**config.mk**
```make
export PLATFORM = sky130hd
export DESIGN_NAME = canonical_line_editor_core_flat
export DESIGN_NICKNAME = d
export VERILOG_FILES = /design/src/sv/cle_pkg.sv /design/src/sv/cle_if.sv /design/src/sv/canonical_line_editor_core.sv /design/src/sv/cle_line_mem.sv /design/src/sv/cle_ctrl.sv /design/src/flat_wrapper.sv
export SDC_FILE = /design/constraint.sdc
export NUM_CORES = 1
export LEC_CHECK = 0
export BUFFER_PORTS_ARGS = -buffer_cell sky130_fd_sc_hd__buf_2
export CAP_MARGIN = 20
export CORE_UTILIZATION = 56
export CTS_CLUSTER_DIAMETER = 100
export DETAILED_ROUTE_END_ITERATION = 8
export PLACE_DENSITY_LB_ADDON = 0.15
export SETUP_SLACK_MARGIN = 0.4
export SLEW_MARGIN = 30
export SYNTH_ARGS = -nofsm -noshare
export SYNTH_HDL_FRONTEND = slang
export SYNTH_SLANG_ARGS = --single-unit
```
**constraint.sdc**
```tcl
create_clock -name clk -period 3.2 [get_ports clk]
set_input_delay 0.96 -clock clk [delete_from_list [all_inputs] [get_ports clk]]
set_output_delay 0.96 -clock clk [all_outputs]
set_load 0.01 [all_outputs]
```
**src/sv/cle_pkg.sv**
```systemverilog
// Shared types and constants of the canonical line editor.
`default_nettype none
package cle_pkg;

	localparam int LEN_W = 6;
	localparam int CFG_IDX_W = 2;
	localparam int CFG_W = 6;

	localparam logic [LEN_W-1:0] LIMIT_RST = 6'd32;

	localparam logic [CFG_IDX_W-1:0] CFG_ECHO = 2'd0;
	localparam logic [CFG_IDX_W-1:0] CFG_CANON = 2'd1;
	localparam logic [CFG_IDX_W-1:0] CFG_LIMIT = 2'd2;

	localparam logic [7:0] CH_INTR = 8'd3;
	localparam logic [7:0] CH_EOF = 8'd4;
	localparam logic [7:0] CH_BS = 8'd8;
	localparam logic [7:0] CH_LF = 8'd10;
	localparam logic [7:0] CH_FF = 8'd12;
	localparam logic [7:0] CH_CR = 8'd13;
	localparam logic [7:0] CH_KLINE = 8'd21;
	localparam logic [7:0] CH_KWORD = 8'd23;
	localparam logic [7:0] CH_SPACE = 8'd32;
	localparam logic [7:0] CH_DEL = 8'd127;

	typedef enum logic [2:0] {
		K_ECHO = 3'd0,
		K_ERASE = 3'd1,
		K_CLEAR = 3'd2,
		K_LINE = 3'd3,
		K_EMPTY = 3'd4,
		K_EOF = 3'd5,
		K_INTR = 3'd6
	} kind_t;

	typedef struct packed {
		kind_t kind;
		logic [7:0] data;
		logic [LEN_W-1:0] erase_count;
		logic last;
	} res_t;

endpackage
`default_nettype wire

```
**src/sv/cle_if.sv**
```systemverilog
// Request channel interfaces for received bytes and editor results.
`default_nettype none
interface cle_in_if;
	logic valid;
	logic ready;
	logic [7:0] ch;

	modport source (output valid, output ch, input ready);
	modport sink (input valid, input ch, output ready);
endinterface

interface cle_out_if;
	logic valid;
	logic ready;
	logic [2:0] kind;
	logic [7:0] data;
	logic [5:0] erase_count;
	logic last;

	modport source (output valid, output kind, output data, output erase_count,
		output last, input ready);
	modport sink (input valid, input kind, input data, input erase_count,
		input last, output ready);
endinterface
`default_nettype wire

```
**src/sv/canonical_line_editor_core.sv**
```systemverilog
// Top level of the canonical line editor: sequencer, line memory and result register.
//
//   Channel  Direction  Payload                          Request taken when
//   rx       in         ch                               rx.valid && rx.ready
//   tx       out        kind, data, erase_count, last    tx.valid && tx.ready
//   cfg      in         cfg_index, cfg_data              cfg_we
//
// A new byte is taken only in the idle state. A stored line is delivered by starting the
// memory read, then issuing one stored byte per cycle unless tx stalls, set by the single
// read port of the line memory; a raw byte after the line, or an empty line result after a
// clear, comes last. A word kill scans backward, one memory entry at a time, over spaces
// and then over the word. Reset clears the control state and loads the register defaults;
// the line memory is not cleared, since only entries below the line length are ever used.
// A stalled tx holds its result and pauses the sequencer; the next byte is taken as soon
// as the last result of the previous one sits in the output register.
`default_nettype none
module canonical_line_editor_core #(
	parameter int LINE_MAX = 32
) (
	input wire logic clk,
	input wire logic arst_n,
	input wire logic cfg_we,
	input wire logic [cle_pkg::CFG_IDX_W-1:0] cfg_index,
	input wire logic [cle_pkg::CFG_W-1:0] cfg_data,
	cle_in_if.sink rx,
	cle_out_if.source tx
);

	localparam int AW = (LINE_MAX > 1) ? $clog2(LINE_MAX) : 1;

	logic out_v_q;
	cle_pkg::res_t out_q;
	logic out_free;
	logic push;
	cle_pkg::res_t push_res;
	logic mem_we;
	logic [AW-1:0] mem_waddr;
	logic [7:0] mem_wdata;
	logic [AW-1:0] mem_raddr;
	logic [7:0] mem_rdata;

	assign out_free = !out_v_q || tx.ready;

	cle_ctrl #(
		.LINE_MAX(LINE_MAX),
		.AW(AW)
	) u_ctrl (
		.clk(clk),
		.arst_n(arst_n),
		.cfg_we(cfg_we),
		.cfg_index(cfg_index),
		.cfg_data(cfg_data),
		.rx_valid(rx.valid),
		.rx_ch(rx.ch),
		.rx_ready(rx.ready),
		.out_free(out_free),
		.push(push),
		.push_res(push_res),
		.mem_we(mem_we),
		.mem_waddr(mem_waddr),
		.mem_wdata(mem_wdata),
		.mem_raddr(mem_raddr),
		.mem_rdata(mem_rdata)
	);

	cle_line_mem #(
		.DEPTH(LINE_MAX),
		.AW(AW)
	) u_mem (
		.clk(clk),
		.we(mem_we),
		.waddr(mem_waddr),
		.wdata(mem_wdata),
		.raddr(mem_raddr),
		.rdata(mem_rdata)
	);

	always_ff @(posedge clk or negedge arst_n) begin
		if (!arst_n) begin
			out_v_q <= 1'b0;
		end else if (out_free) begin
			out_v_q <= push;
		end
	end

	always_ff @(posedge clk) begin
		if (push) begin
			out_q <= push_res;
		end
	end

	assign tx.valid = out_v_q;
	assign tx.kind = out_q.kind;
	assign tx.data = out_q.data;
	assign tx.erase_count = out_q.erase_count;
	assign tx.last = out_q.last;

endmodule
`default_nettype wire

```
**src/sv/cle_line_mem.sv**
```systemverilog
// Line buffer memory with one write port and one registered read port.
`default_nettype none
module cle_line_mem #(
	parameter int DEPTH = 32,
	parameter int AW = 5
) (
	input wire logic clk,
	input wire logic we,
	input wire logic [AW-1:0] waddr,
	input wire logic [7:0] wdata,
	input wire logic [AW-1:0] raddr,
	output logic [7:0] rdata
);

	logic [7:0] mem [DEPTH];

	always_ff @(posedge clk) begin
		if (we) begin
			mem[waddr] <= wdata;
		end
		rdata <= mem[raddr];
	end

endmodule
`default_nettype wire

```
**src/sv/cle_ctrl.sv**
```systemverilog
// Sequencer that decodes each byte, edits the line and issues results.
`default_nettype none
module cle_ctrl #(
	parameter int LINE_MAX = 32,
	parameter int AW = 5
) (
	input wire logic clk,
	input wire logic arst_n,
	input wire logic cfg_we,
	input wire logic [cle_pkg::CFG_IDX_W-1:0] cfg_index,
	input wire logic [cle_pkg::CFG_W-1:0] cfg_data,
	input wire logic rx_valid,
	input wire logic [7:0] rx_ch,
	output logic rx_ready,
	input wire logic out_free,
	output logic push,
	output cle_pkg::res_t push_res,
	output logic mem_we,
	output logic [AW-1:0] mem_waddr,
	output logic [7:0] mem_wdata,
	output logic [AW-1:0] mem_raddr,
	input wire logic [7:0] mem_rdata
);

	localparam logic [cle_pkg::LEN_W-1:0] MaxLen = cle_pkg::LEN_W'(LINE_MAX);

	typedef enum logic [2:0] {
		S_IDLE, S_DEC, S_PEND, S_EMIT0, S_EMIT, S_TAIL, S_KW0, S_KW
	} state_t;

	state_t state_q;
	state_t after_pend;
	logic [7:0] ch_q;
	logic echo_q;
	logic canon_q;
	logic [cle_pkg::LEN_W-1:0] limit_q;
	logic [cle_pkg::LEN_W-1:0] len_q;
	logic [cle_pkg::LEN_W-1:0] k_q;
	logic [cle_pkg::LEN_W-1:0] before_q;
	logic phase_q;
	logic pend_v_q;
	cle_pkg::kind_t pend_kind_q;
	logic [7:0] pend_data_q;
	logic [cle_pkg::LEN_W-1:0] pend_cnt_q;
	logic emit_q;
	logic tail_v_q;
	cle_pkg::kind_t tail_kind_q;
	logic [7:0] tail_data_q;

	logic [cle_pkg::LEN_W-1:0] lim;
	logic [cle_pkg::LEN_W-1:0] new_len;
	logic [cle_pkg::LEN_W-1:0] raddr_full;
	logic [7:0] c_canon;
	logic is_plain;
	logic k_last;
	logic kw_space;
	logic kw_done;
	logic kw_dec;

	always_comb begin
		lim = limit_q;
		if (lim == '0) begin
			lim = cle_pkg::LEN_W'(1);
		end
		if (lim > MaxLen) begin
			lim = MaxLen;
		end
	end

	assign c_canon = (ch_q == cle_pkg::CH_CR) ? cle_pkg::CH_LF : ch_q;
	assign is_plain = !(c_canon inside {cle_pkg::CH_BS, cle_pkg::CH_DEL, cle_pkg::CH_KWORD,
		cle_pkg::CH_KLINE, cle_pkg::CH_FF, cle_pkg::CH_EOF, cle_pkg::CH_INTR});
	assign new_len = (len_q < MaxLen) ? len_q + cle_pkg::LEN_W'(1) : len_q;
	assign k_last = (k_q == len_q - cle_pkg::LEN_W'(1));
	assign kw_space = (mem_rdata == cle_pkg::CH_SPACE);
	assign kw_done = (len_q == '0) || (phase_q && kw_space);
	assign kw_dec = !kw_done && (phase_q ? !kw_space : kw_space);
	assign after_pend = (emit_q && len_q != '0) ? S_EMIT0 : (tail_v_q ? S_TAIL : S_IDLE);

	assign rx_ready = (state_q == S_IDLE);
	assign mem_we = (state_q == S_DEC) && canon_q && is_plain && (len_q < MaxLen);
	assign mem_waddr = len_q[AW-1:0];
	assign mem_wdata = c_canon;

	always_comb begin
		case (state_q)
			S_EMIT0: raddr_full = '0;
			S_EMIT: raddr_full = out_free ? k_q + cle_pkg::LEN_W'(1) : k_q;
			S_KW0: raddr_full = len_q - cle_pkg::LEN_W'(1);
			S_KW: raddr_full = kw_dec ? len_q - cle_pkg::LEN_W'(2) : len_q - cle_pkg::LEN_W'(1);
			default: raddr_full = '0;
		endcase
	end
	assign mem_raddr = raddr_full[AW-1:0];

	always_comb begin
		push = 1'b0;
		push_res.kind = pend_kind_q;
		push_res.data = pend_data_q;
		push_res.erase_count = pend_cnt_q;
		push_res.last = !(emit_q && len_q != '0) && !tail_v_q;
		case (state_q)
			S_PEND: begin
				push = pend_v_q && out_free;
			end
			S_EMIT: begin
				push = out_free;
				push_res.kind = cle_pkg::K_LINE;
				push_res.data = mem_rdata;
				push_res.erase_count = '0;
				push_res.last = k_last && !tail_v_q;
			end
			S_TAIL: begin
				push = out_free;
				push_res.kind = tail_kind_q;
				push_res.data = tail_data_q;
				push_res.erase_count = '0;
				push_res.last = 1'b1;
			end
			default: push = 1'b0;
		endcase
	end

	always_ff @(posedge clk or negedge arst_n) begin
		if (!arst_n) begin
			state_q <= S_IDLE;
			echo_q <= 1'b1;
			canon_q <= 1'b1;
			limit_q <= cle_pkg::LIMIT_RST;
			len_q <= '0;
			k_q <= '0;
			before_q <= '0;
			phase_q <= 1'b0;
			pend_v_q <= 1'b0;
			emit_q <= 1'b0;
			tail_v_q <= 1'b0;
			ch_q <= '0;
			pend_kind_q <= cle_pkg::K_ECHO;
			pend_data_q <= '0;
			pend_cnt_q <= '0;
			tail_kind_q <= cle_pkg::K_LINE;
			tail_data_q <= '0;
		end else begin
			if (cfg_we) begin
				case (cfg_index)
					cle_pkg::CFG_ECHO: echo_q <= cfg_data[0];
					cle_pkg::CFG_CANON: canon_q <= cfg_data[0];
					cle_pkg::CFG_LIMIT: limit_q <= cfg_data;
					default: ;
				endcase
			end
			case (state_q)
				S_IDLE: begin
					if (rx_valid) begin
						ch_q <= rx_ch;
						state_q <= S_DEC;
					end
				end
				S_DEC: begin
					pend_v_q <= 1'b0;
					emit_q <= 1'b0;
					tail_v_q <= 1'b0;
					pend_data_q <= '0;
					pend_cnt_q <= '0;
					state_q <= S_PEND;
					if (ch_q == cle_pkg::CH_INTR) begin
						pend_v_q <= 1'b1;
						pend_kind_q <= cle_pkg::K_INTR;
					end else if (!canon_q) begin
						emit_q <= 1'b1;
						tail_v_q <= 1'b1;
						tail_kind_q <= cle_pkg::K_LINE;
						tail_data_q <= ch_q;
					end else if (c_canon inside {cle_pkg::CH_BS, cle_pkg::CH_DEL}) begin
						pend_kind_q <= cle_pkg::K_ERASE;
						pend_cnt_q <= cle_pkg::LEN_W'(1);
						if (len_q != '0) begin
							len_q <= len_q - cle_pkg::LEN_W'(1);
							pend_v_q <= echo_q;
						end
					end else if (c_canon == cle_pkg::CH_KWORD) begin
						before_q <= len_q;
						phase_q <= 1'b0;
						state_q <= S_KW0;
					end else if (c_canon == cle_pkg::CH_KLINE) begin
						len_q <= '0;
						pend_v_q <= echo_q && (len_q != '0);
						pend_kind_q <= cle_pkg::K_ERASE;
						pend_cnt_q <= len_q;
					end else if (c_canon == cle_pkg::CH_FF) begin
						if (len_q == '0) begin
							pend_v_q <= echo_q;
							pend_kind_q <= cle_pkg::K_CLEAR;
							tail_v_q <= 1'b1;
							tail_kind_q <= cle_pkg::K_EMPTY;
							tail_data_q <= '0;
						end
					end else if (c_canon == cle_pkg::CH_EOF) begin
						len_q <= '0;
						pend_v_q <= 1'b1;
						pend_kind_q <= cle_pkg::K_EOF;
					end else begin
						pend_v_q <= echo_q;
						pend_kind_q <= cle_pkg::K_ECHO;
						pend_data_q <= c_canon;
						len_q <= new_len;
						emit_q <= (c_canon == cle_pkg::CH_LF) || (new_len >= lim);
					end
				end
				S_PEND: begin
					if (!pend_v_q || out_free) begin
						pend_v_q <= 1'b0;
						state_q <= after_pend;
					end
				end
				S_EMIT0: begin
					k_q <= '0;
					state_q <= S_EMIT;
				end
				S_EMIT: begin
					if (out_free) begin
						k_q <= k_q + cle_pkg::LEN_W'(1);
						if (k_last) begin
							len_q <= '0;
							state_q <= tail_v_q ? S_TAIL : S_IDLE;
						end
					end
				end
				S_TAIL: begin
					if (out_free) begin
						tail_v_q <= 1'b0;
						state_q <= S_IDLE;
					end
				end
				S_KW0: begin
					state_q <= S_KW;
				end
				S_KW: begin
					if (kw_done) begin
						pend_v_q <= echo_q && (before_q != len_q);
						pend_kind_q <= cle_pkg::K_ERASE;
						pend_cnt_q <= before_q - len_q;
						state_q <= S_PEND;
					end else if (kw_dec) begin
						len_q <= len_q - cle_pkg::LEN_W'(1);
					end else begin
						phase_q <= 1'b1;
					end
				end
				default: state_q <= S_IDLE;
			endcase
		end
	end

endmodule
`default_nettype wire

```
**src/flat_wrapper.sv**
```systemverilog
// flat-port wrapper written by rule: the top's interface ports become plain ports
module canonical_line_editor_core_flat 
#(
	parameter int LINE_MAX = 32
)
  (clk, arst_n, cfg_we, cfg_index, cfg_data, rx_valid, rx_ch, rx_ready, tx_valid, tx_kind, tx_data, tx_erase_count, tx_last, tx_ready);
  cle_in_if rx_i ();
  cle_out_if tx_i ();
  input wire logic clk;
  input wire logic arst_n;
  input wire logic cfg_we;
  input wire logic [cle_pkg::CFG_IDX_W-1:0] cfg_index;
  input wire logic [cle_pkg::CFG_W-1:0] cfg_data;
  input wire logic [$bits(rx_i.valid)-1:0] rx_valid;
  input wire logic [$bits(rx_i.ch)-1:0] rx_ch;
  output wire logic [$bits(rx_i.ready)-1:0] rx_ready;
  output wire logic [$bits(tx_i.valid)-1:0] tx_valid;
  output wire logic [$bits(tx_i.kind)-1:0] tx_kind;
  output wire logic [$bits(tx_i.data)-1:0] tx_data;
  output wire logic [$bits(tx_i.erase_count)-1:0] tx_erase_count;
  output wire logic [$bits(tx_i.last)-1:0] tx_last;
  input wire logic [$bits(tx_i.ready)-1:0] tx_ready;
  assign rx_i.valid = rx_valid;
  assign rx_i.ch = rx_ch;
  assign rx_ready = rx_i.ready;
  assign tx_valid = tx_i.valid;
  assign tx_kind = tx_i.kind;
  assign tx_data = tx_i.data;
  assign tx_erase_count = tx_i.erase_count;
  assign tx_last = tx_i.last;
  assign tx_i.ready = tx_ready;
  canonical_line_editor_core #(.LINE_MAX(LINE_MAX)) u_core (.clk(clk), .arst_n(arst_n), .cfg_we(cfg_we), .cfg_index(cfg_index), .cfg_data(cfg_data), .rx(rx_i), .tx(tx_i));
endmodule
```
==> results.json, run 1 <==
{
  "drt-initial-drc-count": 1196,
  "result_of_the_run": "finished clean",
  "postRouteAntennaNets": 0,
  "floorplan.core_area_sq_um": 27180,
  "finalWorstPathRequiredPeriod_ps": 3125,
  "grt_overflow_total": 0,
  "initial_antenna_violation_count": 1,
  "placementRows": 60,
  "wl_per_cell_um": 22.71,
  "setup.reg_to_reg.worst_slack_ps": 80,
  "netlist-cell-type-count": 77,
  "drive_above_1_share_pct": 25.04,
  "cts.root.buffer_cell": "clkbuf_16",
  "ys_top_cells_by_area": "edfxtp_1, mux2i_1, dfrtp_1",
  "synth_top_area_share_pct": 52.50,
  "num_vias": 10360,
  "cts_htree_levels": 2,
  "total_power_mw": 18.16,
  "die-width_um": 169.3,
  "grt_pass1_wl_mm": 59.54,
  "placement.io_buffers": 40,
  "reg2regPathDepth": 15,
  "setup_repair_after_global_routing_missed_its_margin": "yes",
  "syn_avg_cell_area_sq_um": 13.57,
  "design.final.nets": 1372,
  "fraction_of_the_yosys_area_taken_by_sequential_cells_pct": 64.57,
  "cts_hold_repair.buffers": 0,
  "worst-slew-pin-transition_ps": 702.2,
  "final.setup_skew_ps": 23.32,
  "worstSetupStartpointType": "register",
  "fp.dieArea_sq_um": 28660,
  "post_synthesis_instance_area_sq_um": 15670,
  "static-leakage-power_nw": 7.156,
  "final-hold-violation-count": 0,
  "critPathMaxFanout": 8,
  "clock_tree_from_tritoncts": "yes",
  "drt-vias-per-instance": 5.986,
  "peak_supply_drop_mv": 0.4685,
  "number_of_buffers_created_by_cts": 37,
  "place.detailed.hpwl_mm": 25.38,
  "die-height_um": 169.3,
  "start_util_pct": 57.67,
  "clk_latency_ps": 530,
  "synth.most_common_cell": "edfxtp_1",
  "post_synthesis_async_set_or_reset_flop_share_pct": 19.66,
  "timing.critical_path.arrival_ps": 3510,
  "global_route.usage.total_pct": 27.78,
  "finalSetupTns_ps": 0,
  "synth_edf_count": 274,
  "maxSlewHeadroom_pct": 52.87,
  "grt_start_max_net_pins": 43,
  "p_r_area_growth_vs_syn_pct": 21.17,
  "insertedDiodeCount": 0,
  "synth_ff_type": "edfxtp_1",
  "max_transition_viols_final": 0,
  "totalWireLength_mm": 39.29,
  "yosysWarnings": 0,
  "clkTransAtPathRegs_ps": 60,
  "final_min_period_over_clock_period_pct": 97.66,
  "synthesis.nets": 1197,
  "synth-seq-cells": 351,
  "gp_routability_congestion": 0.9516,
  "max_freq_mhz": 320.0,
  "detail_route.drc_violations": 0,
  "hold_class": "input pin to async pin",
  "cts_max_path_buffers": 3,
  "synth_top_cell_by_area": "edfxtp_1",
  "power.density_nw_per_um2": 956.4,
  "number_of_search_and_repair_iterations_in_the_first_detailed_routing_pass": 8,
  "syn_inst": 1155,
  "vias_in_the_first_global_route": 10050,
  "timing.max_cap.violations": 0,
  "top_level_ports": 41,
  "cts_sinks": 351,
  "worst-setup-path-type": "register to register",
  "synth_top_cells_by_count": "edfxtp_1, mux2i_1, nand2_1",
  "setup_viol": 0,
  "end_kind": "register",
  "crit_required_ps": 3590
}
-- sequential cells by signal, summed over array words and instances (netlist names), 2 cells and up --
name / flops
u_core.u_mem.mem: 256
u_core.tx.data: 8
u_core.u_ctrl.ch_q: 8
u_core.u_ctrl.pend_data_q: 8
u_core.u_ctrl.tail_data_q: 8
u_core.u_mem.rdata: 8
u_core.tx.erase_count: 6
u_core.u_ctrl.before_q: 6
u_core.u_ctrl.k_q: 6
u_core.u_ctrl.len_q: 6
u_core.u_ctrl.limit_q: 6
u_core.u_ctrl.pend_cnt_q: 6
u_core.tx.kind: 3
u_core.u_ctrl.pend_kind_q: 3
u_core.u_ctrl.state_q: 3
u_core.u_ctrl.tail_kind_q: 2
-- report_power, final --
part	leakage (nW)	switching [mW]	internal [mW]
combinational	3.13	4.29	3.07
clock	0.604	1.75	2.58
sequential	3.42	0.424	6.04
total	7.16	6.46	11.7
-- critical path, cell delays in order (launching register included) --
cell and delay [ps]:
dfxtp_2 340, nor4_2 290, and4b_1 300, ha_4 170
nand2_4 60, a211oi_4 280, xnor2_2 110, o22ai_4 250
buf_6 170, buf_16 140, buf_12 130, mux2i_1 220
nand2_1 70, a32oi_1 230, buf_4 150, nand4_1 70
-- cells by family (layout without fill, tap and decap cells) --
logic type                 count (synthesis)  after routing  share of synthesized area (%)
DFF                                      351            351                          64.57
xor gates and xnor gates                  24             24                          1.341
buffers and inverters                     85            288                          2.571
AOI/OAI and AO/OA                        181            181                          8.367
adders and majority gates                 21             21                          1.725
and+or+nand+nor                          307            307                          9.405
muxes                                    186            186                          12.02
-- routing by layer --
metal	wire, um	share of wire, %	global-route usage, %	vias up
met5	0	0	0	-
met4	792	2.0	7.129	0
met3	3135	8.0	4.314	68
met2	18430	47	43.66	429
met1	16930	43	40.66	5163
li1	-	-	-	4695
-- worst paths after layout --
check | start | to
worst max-delay path | u_core.u_mem.rdata[3] | u_core.u_mem.rdata[3]
worst min-delay path | arst_n | u_core.u_ctrl.k_q[3]
worst max register to register | u_core.u_mem.rdata[3] | u_core.u_mem.rdata[3]
worst min register to register | u_core.u_ctrl.pend_kind_q[1] | u_core.u_ctrl.pend_kind_q[1]
max in group asynchronous | arst_n | u_core.u_ctrl.ch_q[0]
min in group clk | u_core.u_ctrl.pend_kind_q[1] | u_core.u_ctrl.pend_kind_q[1]
-- metrics by stage --
stage / utilization [%] / instance area, sq um / instances / hold slack (ps) / setup WS (ps)
after floorplan: - / 15680 / 1155 / 449.1 / 454.6
after global placement: 62.94 / 17110 / 1631 / 464.9 / 53.62
after detailed placement: 62.94 / 17110 / 1631 / 471.9 / -23.26
after CTS: 68.62 / 18650 / 1711 / 478.6 / 167.2
after global routing: 69.87 / 18990 / 1730 / 504.9 / -55.28
final: 69.87 / 18990 / 1730 / 477.6 / 75.02
-- placed cells by master (no fill, tap or decap), types with 5 or more instances in the layout --
cell type  synthesis  routed
ha_1              20      19
buf_12             0      12
inv_1             23      23
a21oi_1           37      36
o21ai_1            6       6
a22o_1            15      15
xor2_1             7       7
nand4_1           10      10
nand2_1          131     126
mux2i_2            0       8
nor2b_1            7       5
a21o_1             7       7
nor2_1            73      71
nand3_1           21      21
mux2i_1          169     161
clkbuf_16          0      41
nor3_1            12      11
clkbuf_1          29       6
a32oi_2            0       8
nand2b_1           9       8
and2_1             9       9
buf_6              1       6
a31oi_1            7       6
buf_4             16     132
o21ai_0           31      31
xnor2_1           17      16
dfrtp_1           65      62
a32oi_1           32      24
o22ai_1            6       5
clkinv_2           0       8
dfxtp_1            8       5
buf_2             13      40
mux2_2            17      17
edfxtp_1         274     274
-- layout make-up --
cell class	count	area (sq um)
clock buffer	47	1015
clock inverter	20	224.0
fill	1873	8188
inverter	24	90.09
multi-input combinational	719	5390
sequential	351	10130
tap	372	465.4
timing repair buffer	197	1677
-- what timing repair did --
action                                  CTS  global route
buffers inserted                         10            16
gates cloned                              3             3
endpoints found under the setup margin  238           112
resized for setup                        33            25
endpoints found under the hold margin     0             0
pin swaps                                15            23
(Power assumes the default switching activity.)
==> inputs of run 2 (changes only) <==
CORE_UTILIZATION = 60   (was 56)
CTS_CLUSTER_SIZE = 20   (was default)
SLEW_MARGIN = 5   (was 30)
clock period = 3.1 ns   (was 3.2 ns; I/O delays follow)
==> results.json, run 2 (same netlist as run 1, synthesis figures left out) <==
{
  "result_of_the_run": "finished clean",
  "static-leakage-power_nw": 6.642,
  "drive_above_1_share_pct": 24.31,
  "max_transition_viols_final": 0,
  "drt-vias-per-instance": 6.249,
  "cpPeakStageDelay_ps": 440,
  "layout.area.seq_sq_um": 10130,
  "insertedDiodeCount": 0,
  "gp_routability_congestion": 0.9375,
  "die-height_um": 163.6,
  "timing.critical_path.arrival_ps": 3470,
  "final_min_period_over_clock_period_pct": 98.57,
  "postRouteAntennaNets": 0,
  "place.detailed.hpwl_mm": 25.20,
  "cts_sinks": 351,
  "top_level_ports": 41,
  "global_route.usage.total_pct": 28.68,
  "placement.io_buffers": 40,
  "cts_hold_repair.buffers": 0,
  "detail_route.drc_violations": 0,
  "critical_path.slowest_cell": "dfxtp_1",
  "largest_register_ffs": 256,
  "placementRows": 58,
  "wl_per_cell_um": 23.46,
  "number_of_buffers_created_by_cts": 21,
  "finish.utilization_pct": 72.63,
  "clkTransAtPathRegs_ps": 90,
  "initial_antenna_violation_count": 0,
  "layout_commonest_cell": "edfxtp_1",
  "drt-initial-drc-count": 1067,
  "worstSetupStartpointType": "register",
  "layout.cells.non_filler": 1626,
  "cts.root.buffer_cell": "clkbuf_16",
  "number_of_search_and_repair_iterations_in_the_first_detailed_routing_pass": 5,
  "hold_class": "input pin to async pin",
  "fp.dieArea_sq_um": 26770,
  "cp_cell_sequence": "nor4_2 > and4b_1 > ha_1 > nand2_2 > a211oi_4 > xnor2_2 > o22ai_4 > buf_6 > buf_12 > buf_12 > buf_12 > mux2i_2 > mux2i_2 > a32oi_2 > nand4_1",
  "setup_viol": 0,
  "maxSlewHeadroom_pct": 48.50,
  "registers.top_by_ff_count": "u_core.u_mem.mem",
  "timing.max_cap.violations": 0,
  "vias_in_the_first_global_route": 9744,
  "cts_htree_levels": 1,
  "grt_start_max_net_pins": 37,
  "setup_repair_after_global_routing_missed_its_margin": "yes",
  "worst-setup-path-type": "register to register",
  "design.final.nets": 1323,
  "worst_path_most_repeated_cell": "buf_12",
  "finalWorstPathRequiredPeriod_ps": 3056,
  "end_kind": "register",
  "peak_supply_drop_mv": 1.008,
  "critPathMaxFanout": 7,
  "crit_required_ps": 3510,
  "totalWireLength_mm": 38.15,
  "dp_cells": 1555,
  "die-width_um": 163.6,
  "fillerInstances": 1691,
  "layout.cells.most_common_list": "edfxtp_1, mux2i_1, nand2_1, buf_4, dfrtp_1",
  "grt_pass1_wl_mm": 56.85,
  "max_freq_mhz": 327.3,
  "cts_max_path_buffers": 3,
  "timing.critical_path.max_delay_family": "compound AO/OA/AOI/OAI gates",
  "holdWs_ps": 296.3,
  "clk_latency_ps": 540,
  "crit_buf_inv": 4,
  "clock_tree_from_tritoncts": "yes",
  "multi_input_comb_area_sq_um": 5698,
  "grt_overflow_total": 0,
  "final.setup_skew_ps": 18.68,
  "power.density_nw_per_um2": 942.4,
  "start_util_pct": 61.70,
  "worst-slew-pin-transition_ps": 769.7,
  "floorplan.core_area_sq_um": 25400,
  "final-hold-violation-count": 0,
  "total_power_mw": 17.38,
  "num_vias": 10160,
  "p_r_area_growth_vs_syn_pct": 17.72
}
==> run 2: power by group <==
group / internal (mW) / switching [mW] / total, mW
clock network: 1.30 / 1.49 / 2.79
registers: 6.22 / 0.410 / 6.63
logic: 3.36 / 4.60 / 7.96
total: 10.9 / 6.51 / 17.4
==> run 2: path summary, 6_finish.rpt <==
kind / startpoint / endpoint / slack, ps / cells past startpoint
worst max-delay path: u_core.u_mem.rdata[1] / u_core.u_mem.rdata[6] / 40 / 15
worst min-delay path: arst_n / u_core.u_ctrl.pend_cnt_q[5] / 300 / 1
max in group asynchronous: arst_n / u_core.u_ctrl.tail_kind_q[1] / 2060 / 2
worst min register to register: u_core.u_ctrl.pend_cnt_q[0] / u_core.u_ctrl.pend_cnt_q[0] / 490 / 1
worst max register to register: u_core.u_mem.rdata[1] / u_core.u_mem.rdata[6] / 40 / 15
min in group clk: u_core.u_ctrl.pend_cnt_q[0] / u_core.u_ctrl.pend_cnt_q[0] / 490 / 1
==> run 2: final cells by class <==
| type | instances | share of cell area (%) |
|---|---|---|
| Sequential cell | 351 | 54.89 |
| Timing Repair Buffer | 164 | 8.234 |
| Tap cell | 330 | 2.238 |
| Multi-Input combinational cell | 719 | 30.89 |
| Clock buffer | 36 | 3.154 |
| Clock inverter | 2 | 0.1085 |
| Inverter | 24 | 0.4883 |
==> run 2: worst reg2reg max path, stage by stage (launching register included) <==
cell and delay, ps:
dfxtp_1 440, nor4_2 80, and4b_1 200, ha_1 310
nand2_2 80, a211oi_4 250, xnor2_2 120, o22ai_4 230
buf_6 140, buf_12 130, buf_12 130, buf_12 100
mux2i_2 210, mux2i_2 150, a32oi_2 240, nand4_1 120
==> run 2: per-stage QoR <==
step                      setup WS, ps  TNS (ps)  cell area, sq um
after floorplan                  401.3         0             15690
after global placement          -137.5    -673.6             16820
after detailed placement        -187.4     -1069             16820
after CTS                        108.2         0             17920
after global routing            -78.95    -242.4             18450
final                            44.26         0             18450
==> run 2: routing by layer <==
metal	vias up	wire, um	GRT usage (%)
li1	4590	-	-
met1	5086	16330	41.88
met2	424	17960	44.82
met3	61	3125	5.434
met4	0	737	6.439
met5	-	0	0
==> run 2: repair_timing <==
item | 4_1_cts | 5_1_grt
gates resized for setup | 76 | 56
setup buffers | 9 | 18
pin swaps | 15 | 16
gates cloned | 3 | 3
endpoints found under the setup margin | 259 | 126
